<file path="src/sjf_pkg.sv">
`timescale 1ns / 1ps
`default_nettype none

package sjf_pkg;

  localparam int ID_W       = 16;
  localparam int BURST_IN_W = 16;
  localparam int WAIT_W     = 20;
  localparam int TAT_W      = 20;
  localparam int TW_W       = 23;
  localparam int TT_W       = 24;
  localparam int AVGW_W     = 27;
  localparam int AVGT_W     = 28;
  localparam int FRAC_W     = 8;

  typedef struct packed {
    logic busy;
    logic done;
  } sjf_div_stat_t;

endpackage

`default_nettype wire

</file>
<file path="src/sjf_ram.sv">
`timescale 1ns / 1ps
`default_nettype none

module sjf_ram #(
  parameter int WIDTH = 32,
  parameter int DEPTH = 16,
  localparam int AW = (DEPTH > 1) ? $clog2(DEPTH) : 1
) (
  input  wire logic             clk,
  input  wire logic             we,
  input  wire logic [AW-1:0]    waddr,
  input  wire logic [WIDTH-1:0] wdata,
  input  wire logic [AW-1:0]    raddr,
  output logic      [WIDTH-1:0] rdata
);

  logic [WIDTH-1:0] mem [DEPTH];

  always_ff @(posedge clk) begin
    if (we) begin
      mem[waddr] <= wdata;
    end
    rdata <= mem[raddr];
  end

endmodule

`default_nettype wire

</file>
<file path="src/sjf_div.sv">
`timescale 1ns / 1ps
`default_nettype none

module sjf_div #(
  parameter int DVD_W = 34,
  parameter int DVS_W = 5
) (
  input  wire logic             clk,
  input  wire logic             rst,
  input  wire logic             start,
  input  wire logic [DVD_W-1:0] dividend,
  input  wire logic [DVS_W-1:0] divisor,
  output logic      [DVD_W-1:0] quotient,
  output sjf_pkg::sjf_div_stat_t stat
);

  import sjf_pkg::*;

  localparam int CW = $clog2(DVD_W + 1);

  logic [DVS_W-1:0] rem;
  logic [DVD_W-1:0] quo;
  logic [DVS_W-1:0] dvs;
  logic [CW-1:0]    cnt;
  logic             busy;
  logic             done;
  logic [DVS_W:0]   shifted;
  logic [DVS_W:0]   diff;
  logic             ge;

  assign shifted  = {rem, quo[DVD_W-1]};
  assign ge       = shifted >= {1'b0, dvs};
  assign diff     = shifted - {1'b0, dvs};
  assign quotient = quo;
  assign stat     = '{busy: busy, done: done};

  always_ff @(posedge clk) begin
    if (rst) begin
      busy <= 1'b0;
      done <= 1'b0;
      cnt  <= '0;
    end else begin
      done <= 1'b0;
      if (start && !busy) begin
        quo  <= dividend;
        dvs  <= divisor;
        rem  <= '0;
        cnt  <= CW'(DVD_W);
        busy <= 1'b1;
      end else if (busy) begin
        rem <= ge ? diff[DVS_W-1:0] : shifted[DVS_W-1:0];
        quo <= {quo[DVD_W-2:0], ge};
        cnt <= cnt - CW'(1);
        if (cnt == CW'(1)) begin
          busy <= 1'b0;
          done <= 1'b1;
        end
      end
    end
  end

endmodule

`default_nettype wire

</file>
<file path="src/shortest_job_first_schedule.sv">
`timescale 1ns / 1ps
`default_nettype none
// Load: one entry per cycle while in_stall is low; the final entry closes the set.
// Schedule: each of the n rows scans the entry RAM (S_SCAN, S_DRAIN) for the smallest
// unused burst, forms the row in S_ROW and hands it off in S_EMIT once out_stall is low.
// The final row adds two serial divisions of TOTAL+8 bits before it is handed off.
// No new entry is taken until the final row has been handed off.
// rst (synchronous) empties the set and clears the drop flag and the output handshake.

module shortest_job_first_schedule #(
  parameter int MAX_PROCS  = 16,
  parameter int BURST_BITS = 16
) (
  input  wire logic                            clk,
  input  wire logic                            rst,
  input  wire logic                            in_valid,
  output logic                                 in_stall,
  input  wire logic [sjf_pkg::ID_W-1:0]        proc_id,
  input  wire logic [sjf_pkg::BURST_IN_W-1:0]  burst_time,
  input  wire logic                            final_entry,
  output logic                                 out_valid,
  input  wire logic                            out_stall,
  output logic      [sjf_pkg::ID_W-1:0]        sched_id,
  output logic      [sjf_pkg::BURST_IN_W-1:0]  sched_burst,
  output logic      [sjf_pkg::WAIT_W-1:0]      wait_time,
  output logic      [sjf_pkg::TAT_W-1:0]       turnaround,
  output logic      [sjf_pkg::TW_W-1:0]        total_wait,
  output logic      [sjf_pkg::TT_W-1:0]        total_turnaround,
  output logic      [sjf_pkg::AVGW_W-1:0]      avg_wait,
  output logic      [sjf_pkg::AVGT_W-1:0]      avg_turnaround,
  output logic                                 overflowed,
  output logic                                 row_last
);

  import sjf_pkg::*;

  localparam int SB    = (BURST_BITS < BURST_IN_W) ? BURST_BITS : BURST_IN_W;
  localparam int LOG_N = $clog2(MAX_PROCS + 1);
  localparam int CNT_W = LOG_N;
  localparam int AW    = (MAX_PROCS > 1) ? $clog2(MAX_PROCS) : 1;
  localparam int WT_W  = (SB + LOG_N > WAIT_W) ? SB + LOG_N : WAIT_W;
  localparam int TOT_W = (SB + 2 * LOG_N > TT_W) ? SB + 2 * LOG_N : TT_W;
  localparam int DVD_W = TOT_W + FRAC_W;
  localparam int RAM_W = ID_W + SB;

  typedef enum logic [2:0] {
    S_LOAD,
    S_SCAN,
    S_DRAIN,
    S_ROW,
    S_DIVW,
    S_DIVT,
    S_EMIT
  } state_t;

  state_t           state;
  logic [CNT_W-1:0] cnt;
  logic [CNT_W-1:0] cnt_inc;
  logic [CNT_W-1:0] n_reg;
  logic [CNT_W-1:0] k;
  logic             drop;
  logic [MAX_PROCS-1:0] used;
  logic [AW-1:0]    scan_i;
  logic [AW-1:0]    rd_idx;
  logic [AW-1:0]    best_idx;
  logic [AW-1:0]    last_idx;
  logic             rd_vld;
  logic             best_vld;
  logic [ID_W-1:0]  best_id;
  logic [SB-1:0]    best_burst;
  logic [WT_W-1:0]  wait_acc;
  logic [WT_W-1:0]  tat_now;
  logic [TOT_W-1:0] tw_acc;
  logic [TOT_W-1:0] tt_acc;
  logic [TOT_W-1:0] tw_next;
  logic [TOT_W-1:0] tt_next;
  logic             div_start;
  sjf_div_stat_t    div_stat;
  logic [DVD_W-1:0] div_dvd;
  logic [DVD_W-1:0] div_quo;
  logic             accept;
  logic             room;
  logic             row_is_last;
  logic             ram_we;
  logic [RAM_W-1:0] ram_wdata;
  logic [RAM_W-1:0] ram_rdata;
  logic [ID_W-1:0]  rd_id;
  logic [SB-1:0]    rd_burst;

  assign in_stall    = (state != S_LOAD);
  assign accept      = in_valid && !in_stall;
  assign room        = (cnt != CNT_W'(MAX_PROCS));
  assign cnt_inc     = cnt + CNT_W'(1);
  assign ram_we      = accept && room;
  assign ram_wdata   = {proc_id, burst_time[SB-1:0]};
  assign rd_id       = ram_rdata[RAM_W-1:SB];
  assign rd_burst    = ram_rdata[SB-1:0];
  assign last_idx    = AW'(n_reg - CNT_W'(1));
  assign row_is_last = ((k + CNT_W'(1)) == n_reg);
  assign tat_now     = wait_acc + WT_W'(best_burst);
  assign tw_next     = tw_acc + TOT_W'(wait_acc);
  assign tt_next     = tt_acc + TOT_W'(tat_now);
  assign div_dvd     = (state == S_DIVT) ? {tt_acc, {FRAC_W{1'b0}}}
                                         : {tw_acc, {FRAC_W{1'b0}}};

  sjf_ram #(
    .WIDTH (RAM_W),
    .DEPTH (MAX_PROCS)
  ) u_ram (
    .clk   (clk),
    .we    (ram_we),
    .waddr (cnt[AW-1:0]),
    .wdata (ram_wdata),
    .raddr (scan_i),
    .rdata (ram_rdata)
  );

  sjf_div #(
    .DVD_W (DVD_W),
    .DVS_W (CNT_W)
  ) u_div (
    .clk      (clk),
    .rst      (rst),
    .start    (div_start),
    .dividend (div_dvd),
    .divisor  (n_reg),
    .quotient (div_quo),
    .stat     (div_stat)
  );

  always_ff @(posedge clk) begin
    if (rst) begin
      state     <= S_LOAD;
      cnt       <= '0;
      drop      <= 1'b0;
      used      <= '0;
      k         <= '0;
      scan_i    <= '0;
      rd_vld    <= 1'b0;
      best_vld  <= 1'b0;
      div_start <= 1'b0;
      out_valid <= 1'b0;
    end else begin
      rd_vld <= 1'b0;
      unique case (state)
        S_LOAD: begin
          if (accept) begin
            if (room) begin
              cnt <= cnt_inc;
            end else begin
              drop <= 1'b1;
            end
            if (final_entry) begin
              n_reg    <= room ? cnt_inc : cnt;
              used     <= '0;
              k        <= '0;
              scan_i   <= '0;
              best_vld <= 1'b0;
              wait_acc <= '0;
              tw_acc   <= '0;
              tt_acc   <= '0;
              state    <= S_SCAN;
            end
          end
        end
        S_SCAN: begin
          rd_idx <= scan_i;
          rd_vld <= 1'b1;
          if (scan_i == last_idx) begin
            state <= S_DRAIN;
          end else begin
            scan_i <= scan_i + AW'(1);
          end
        end
        S_DRAIN: begin
          state <= S_ROW;
        end
        S_ROW: begin
          used[best_idx]   <= 1'b1;
          sched_id         <= best_id;
          sched_burst      <= BURST_IN_W'(best_burst);
          wait_time        <= wait_acc[WAIT_W-1:0];
          turnaround       <= tat_now[TAT_W-1:0];
          total_wait       <= tw_next[TW_W-1:0];
          total_turnaround <= tt_next[TT_W-1:0];
          avg_wait         <= '0;
          avg_turnaround   <= '0;
          overflowed       <= drop;
          row_last         <= row_is_last;
          tw_acc           <= tw_next;
          tt_acc           <= tt_next;
          if (row_is_last) begin
            div_start <= 1'b1;
            state     <= S_DIVW;
          end else begin
            out_valid <= 1'b1;
            state     <= S_EMIT;
          end
        end
        S_DIVW: begin
          div_start <= 1'b0;
          if (div_stat.done && !div_stat.busy) begin
            avg_wait  <= div_quo[AVGW_W-1:0];
            div_start <= 1'b1;
            state     <= S_DIVT;
          end
        end
        S_DIVT: begin
          div_start <= 1'b0;
          if (div_stat.done && !div_stat.busy) begin
            avg_turnaround <= div_quo[AVGT_W-1:0];
            out_valid      <= 1'b1;
            state          <= S_EMIT;
          end
        end
        S_EMIT: begin
          if (!out_stall) begin
            out_valid <= 1'b0;
            wait_acc  <= wait_acc + WT_W'(best_burst);
            if (row_is_last) begin
              cnt   <= '0;
              drop  <= 1'b0;
              state <= S_LOAD;
            end else begin
              k        <= k + CNT_W'(1);
              scan_i   <= '0;
              best_vld <= 1'b0;
              state    <= S_SCAN;
            end
          end
        end
        default: begin
          state <= S_LOAD;
        end
      endcase

      // running minimum; strict compare keeps the earliest of equal bursts
      if (rd_vld && !used[rd_idx] && (!best_vld || rd_burst < best_burst)) begin
        best_vld   <= 1'b1;
        best_idx   <= rd_idx;
        best_id    <= rd_id;
        best_burst <= rd_burst;
      end
    end
  end

endmodule

`default_nettype wire
</file>
<file path="config.mk">
export PLATFORM = sky130hd
export DESIGN_NAME = shortest_job_first_schedule
export DESIGN_NICKNAME = d
export VERILOG_FILES = /design/src/sjf_pkg.sv /design/src/sjf_ram.sv /design/src/sjf_div.sv /design/src/shortest_job_first_schedule.sv
export SDC_FILE = /design/constraint.sdc
export NUM_CORES = 1
export LEC_CHECK = 0
export BUFFER_PORTS_ARGS = -buffer_cell sky130_fd_sc_hd__buf_2
export CORE_MARGIN = 2
export CORE_UTILIZATION = 40
export DETAILED_ROUTE_END_ITERATION = 6
export MAX_ROUTING_LAYER = met4
export SYNTH_ARGS = -nofsm -noshare
export SYNTH_HDL_FRONTEND = slang
export SYNTH_SLANG_ARGS = --single-unit
export TNS_END_PERCENT = 1
</file>
<file path="constraint.sdc">
create_clock -name clk -period 8.7 [get_ports clk]
set_clock_uncertainty 0.1 [all_clocks]
set_input_delay 0.435 -clock clk [delete_from_list [all_inputs] [get_ports clk]]
set_output_delay 0.435 -clock clk [all_outputs]
set_load 0.02 [all_outputs]
</file>
==> flow_metrics.tcl, run 1 <==
set metrics [dict create \
    max_freq_mhz 193 \
    synthCells 2186 \
    fin_crit_ns 5.18 \
    critPathMaxFanout 6 \
    grt_pass1_wl_mm 130 \
    yosysSeqAreaShare_pct 72.1 \
    vias 20300 \
    remaining_drc_errors 0 \
    hold_viol 0 \
    postRouteAntennaNets 0 \
    htreeDepth 3 \
    drive_gt1_share_pct 22.9 \
    final.setup.tns_ns 0 \
    period_share_pct 59.5 \
    end_kind "flip-flop" \
    hold_path.class "in2reg" \
    rows 112 \
    start_util_pct 40.3 \
    tritoncts "built" \
    syn_avg_cell_area_um2 17.2 \
    clk_path_buf_depth 3 \
    synth_edf_count 850 \
    cts_root_buf "clkbuf_16" \
    grt_pass1_vias 20600 \
    grt_max_degree 85 \
    port_buffers 214 \
    yosysWarningCount 0 \
    wirelength_mm 87.0 \
    nets 2594 \
    synthToLayoutAreaGrowth_pct 16.2 \
    synth_area_um2 37500 \
    power.density_nw_per_um2 267 \
    cts_sinks 928 \
    synthArstFlopShare_pct 0 \
    worstSetupPathType "reg2reg" \
    rsz0062_at_grt "no" \
    core_um2 93200 \
    worstPathArrival_ns 5.51 \
    globalplace.congestion 0.901 \
    maxCapViolCount 0 \
    grt_overflow 0 \
    cts_resized 0 \
    setup_viol 0 \
    grt_use_total_pct 18.7 \
    worstPathRequired_ns 9.03 \
    leakage_nw 15.0 \
    status "finished clean" \
    die_area_um2 96300 \
    largest_register_ffs 512 \
    synthFlopType "edfxtp_1" \
    die_w_um 310 \
    ys_ff_latch 928 \
    numCtsBuffers 96 \
    wl_per_cell_um 22.8 \
    startpoint_type "flip-flop" \
    setup_ws_ns 3.52 \
    tightest_slew_ns 1.16 \
    place_ws_ns 3.54 \
    ir_drop_v 0.000157 \
    dp_hpwl_mm 54.1 \
    slew_viol_final 0 \
    max_flop_register "u_ram.mem" \
    fillers 7940 \
    post_cts_buffers 0 \
    maxSlewHeadroom_pct 22.3 \
    syn_nets 2314 \
    antenna_found_initial 14 \
    clk_pin_slew_ns 0.06 \
    ctsHoldBuffers 11 \
    drt_iter0_markers 1678 \
    routed_via_density 5.34 \
    ios 215 \
    dr.pass1.iters 5 \
    synth.distinct_cells 65 \
    die_y_um 310 \
    clk_latency_ns 0.68 \
]
[cell usage after synthesis, drive strengths merged (3+ instances only)]
| library cell | n | area share [%] |
|---|---|---|
| dfxtp | 78 | 4.2 |
| fa | 4 | 0.21 |
| nand3 | 23 | 0.31 |
| buf | 22 | 0.25 |
| nand4 | 9 | 0.15 |
| nor2 | 123 | 1.2 |
| a31oi | 42 | 0.70 |
| nor3 | 22 | 0.29 |
| mux2i | 6 | 0.16 |
| xnor2 | 49 | 1.1 |
| or3 | 8 | 0.13 |
| o21bai | 12 | 0.24 |
| a22oi | 4 | 0.080 |
| o21ai | 58 | 0.77 |
| nand3b | 7 | 0.14 |
| clkbuf | 58 | 0.58 |
| a21boi | 3 | 0.060 |
| a211oi | 9 | 0.18 |
| mux4 | 165 | 9.9 |
| o21a | 10 | 0.20 |
| and3 | 45 | 0.75 |
| nor4 | 4 | 0.067 |
| nand2b | 16 | 0.27 |
| and2 | 110 | 1.8 |
| mux2 | 3 | 0.090 |
| inv | 63 | 0.63 |
| nand2 | 94 | 0.94 |
| a21oi | 86 | 1.2 |
| o211ai | 6 | 0.12 |
| a22o | 4 | 0.093 |
| nor2b | 15 | 0.25 |
| xor2 | 18 | 0.42 |
| a21o | 33 | 0.66 |
| nor3b | 8 | 0.16 |
| ha | 87 | 2.9 |
| edfxtp | 850 | 68 |
[cell usage in the layout, fill, tap and decap left out, types with 33 or more instances in the layout]
| cell type | n |
|---|---|
| a21o_1 | 33 |
| a21oi_1 | 84 |
| a31oi_1 | 42 |
| and2_1 | 109 |
| and3_1 | 41 |
| buf_2 | 214 |
| buf_4 | 36 |
| clkbuf_16 | 97 |
| dfxtp_1 | 74 |
| edfxtp_1 | 850 |
| ha_1 | 87 |
| inv_1 | 63 |
| mux4_2 | 165 |
| nand2_1 | 94 |
| nor2_1 | 117 |
| o21ai_0 | 56 |
| xnor2_1 | 49 |
[critical path, stage by stage, from the launching register on]
cell and delay, ns:
edfxtp_1 0.42, ha_1 0.23, inv_1 0.07, fa_1 0.21, nor2b_1 0.06, o21ai_0 0.22, a21oi_1 0.13, o21ai_0 0.43
a21oi_1 0.17, o41ai_1 0.33, xnor2_1 0.26, ha_1 0.38, a21oi_1 0.24, or2b_1 0.25, o31a_1 0.28, o311a_1 0.42
o41ai_4 0.42, xnor2_1 0.16, and2_1 0.16
[metrics by stage]
step                      util (%)  std cells  hold WS, ns  instance area [um2]  total power, mW
final                         46.8       3808       0.0397                43600             11.6
after global routing          46.8       3807       0.0289                43600             12.2
after CTS                     46.8       3802     0.000999                43600             11.8
after detailed placement      43.2       3611        0.290                40200             7.57
after global placement        43.2       3611        0.292                40200             7.53
after floorplan                  -       2186        0.286                37500             6.93
[path summary, 6_finish.rpt]
kind	from	endpoint	slack (ns)	cells after the start
hold reg to reg	u_ram.rdata[24]	best_id[8]	0.30	0
setup reg to reg	best_burst[0]	tt_acc[21]	3.52	18
hold / removal	burst_time[3]	u_ram.mem[11][3]	0.04	1
setup / recovery	best_burst[0]	tt_acc[21]	3.52	18
[cell type report]
| type | count | area [um2] | share of cell area [%] |
|---|---|---|---|
| diodes | 6 | 15.0 | 0.0344 |
| clock buffers | 124 | 2580 | 5.91 |
| clock inverters | 56 | 679 | 1.56 |
| inverters | 63 | 236 | 0.542 |
| multi-input cells | 1115 | 9980 | 22.9 |
| flip-flops and latches | 928 | 27100 | 62.1 |
| well taps | 1254 | 1570 | 3.60 |
| repair buffers | 262 | 1470 | 3.37 |
[where the power goes]
part	internal, mW	leakage [nW]	total (mW)	switching [mW]
clock	2.46	1.58	4.19	1.72
sequential	5.26	8.36	5.49	0.229
combinational	0.876	5.05	1.97	1.10
total	8.60	15.0	11.6	3.05
[per-layer routing]
layer | vias up | GRT usage, % | part of all wire, %
met5 | - | - | 0
met4 | 0 | 6.59 | 3.1
met3 | 163 | 3.11 | 6.3
met2 | 660 | 30.0 | 49
met1 | 10400 | 24.3 | 42
li1 | 9130 | - | -
[cells by family after synthesis]
group                    count (synthesis)  share of synthesized area (%)
multiplexers                           174                           10.1
XOR/XNOR                                67                           1.56
buffers and inverters                  143                           1.46
AO/OA/AOI/OAI                          287                           4.78
flip-flops                             928                           72.1
AND/OR/NAND/NOR                        496                           6.79
adder cells (fa/ha/maj)                 91                           3.11
(Power assumes the default switching activity.)
==> inputs of run 2 (changes only) <==
Clock period 8.7 ns to 5 ns, I/O delays scaled along.
==> flow_metrics.tcl, run 2 (synthesis results as in run 1) <==
set metrics [dict create \
    maxSlewHeadroom_pct 13.8 \
    synthToLayoutAreaGrowth_pct 17.2 \
    worstSetupPathType "reg2reg" \
    leakage_nw 15.2 \
    max_freq_mhz 210 \
    grt_overflow 0 \
    end_kind "flip-flop" \
    period_share_pct 95.4 \
    total_power_mw 20.3 \
    clk_latency_ns 0.68 \
    setup_ws_ns 0.228 \
    vias 20600 \
    htreeDepth 3 \
    ir_drop_v 0.000271 \
    clk_path_buf_depth 3 \
    cts_root_buf "clkbuf_16" \
    clk_pin_slew_ns 0.06 \
    worstPathArrival_ns 5.06 \
    hold_viol 0 \
    drt_iter0_markers 1825 \
    tritoncts "built" \
    wl_per_cell_um 23.0 \
    routed_via_density 5.36 \
    layout_common_cells "850 x edfxtp_1, 214 x buf_2, 165 x mux4_2, 117 x nor2_1" \
    maxCapViolCount 0 \
    dp_hpwl_mm 55.5 \
    globalplace.congestion 0.876 \
    nets 2633 \
    grt_pass1_wl_mm 132 \
    status "finished clean" \
    setup_viol 0 \
    slew_viol_final 0 \
    worstPathRequired_ns 5.29 \
    final.setup.tns_ns 0 \
    numCtsBuffers 96 \
    power.density_nw_per_um2 462 \
    die_y_um 310 \
    wirelength_mm 88.5 \
    rows 112 \
    antenna_found_initial 6 \
    final_common_cell "edfxtp_1" \
    postRouteAntennaNets 0 \
    grt_use_total_pct 19.0 \
    dp_cells 3625 \
    ios 215 \
    port_buffers 214 \
    start_util_pct 40.3 \
    drive_gt1_share_pct 24.4 \
    critPathMaxFanout 5 \
    hold_path.class "in2reg" \
    fin_crit_ns 4.77 \
    grt_max_degree 60 \
    stdcell_count 3846 \
    remaining_drc_errors 0 \
    die_w_um 310 \
    largest_register_ffs 512 \
    place_ws_ns 0.102 \
    reg2reg_depth 20 \
    max_flop_register "u_ram.mem" \
    hold_depth 2 \
    grt_pass1_vias 20800 \
    die_area_um2 96300 \
    tightest_slew_ns 1.29 \
    cts_sinks 928 \
    startpoint_type "flip-flop" \
    core_um2 93200 \
    dr.pass1.iters 7 \
]
[run 2: cell types whose count changed in the layout (fill, tap and decap cells not counted), sizes merged]
| cell | previous run | this run |
|---|---|---|
| dlygate4sd3 | 11 | 35 |
| buf | 251 | 266 |
| clkinvlp | 2 | 10 |
| clkinv | 38 | 34 |
| bufinv | 12 | 9 |
| clkbuf | 124 | 123 |
| diode | 6 | 5 |
[run 2: final cells by class]
class / instances / area [um2]
Fill cell: 7920 / 49200
Sequential cell: 928 / 27100
Multi-Input combinational cell: 1115 / 10000
Clock buffer: 123 / 2610
Timing Repair Buffer: 301 / 1860
Tap cell: 1254 / 1570
Clock inverter: 57 / 597
Inverter: 63 / 236
Antenna cell: 5 / 12.5
[run 2: final timing paths]
kind	start	to	slack, ns
setup reg to reg	best_burst[0]	tt_acc[23]	0.23
setup / recovery	best_burst[0]	tt_acc[23]	0.23
hold / removal	final_entry	n_reg[0]	0.05
hold reg to reg	u_ram.rdata[20]	best_id[4]	0.31
[run 2: metrics by stage]
stage | area (um2) | hold WS, ns | util, %
5_1_grt | 44000 | 0.0370 | 47.2
4_1_cts | 44000 | 0.00815 | 47.2
3_3_place_gp | 40400 | 0.292 | 43.4
6_report | 44000 | 0.0499 | 47.2
3_5_place_dp | 40400 | 0.290 | 43.4
2_1_floorplan | 37500 | 0.249 | -
[run 2: metal layers]
layer,GRT usage [%],share of wire (%),wire [um],vias to the layer above
li1,-,-,-,9221
met4,4.93,2.0,1770,0
met2,30.9,49,43400,681
met3,2.96,6.1,5380,119
met1,25.2,43,38000,10600
met5,-,0,0,-
[run 2: what timing repair did]
action | CTS | global route
hold buffers | 35 | 0
endpoints found under the hold margin | 523 | 0
buffers inserted | 0 | 1
gates resized for setup | 0 | 6
setup endpoints to repair | 0 | 8
[run 2: critical path: stages (launching register included)]
cell and delay (ns):
edfxtp_1 0.35, ha_1 0.17, inv_1 0.05, fa_1 0.40
nor2b_1 0.14, o21ai_1 0.11, a21oi_2 0.17, o21ai_0 0.10
buf_4 0.16, a21oi_2 0.17, o41ai_1 0.10, xnor2_1 0.35
ha_1 0.33, a21oi_2 0.14, or2b_1 0.23, o31a_1 0.28
o311a_1 0.42, o41ai_4 0.31, buf_4 0.20, or3_1 0.13
a21oi_1 0.07
[run 2: where the power goes]
part           total [mW]  switching (mW)  leakage [nW]  internal, mW
registers            9.55           0.405          8.36          9.15
clock network        7.21            3.04          1.55          4.18
logic                3.55            1.95          5.25          1.59
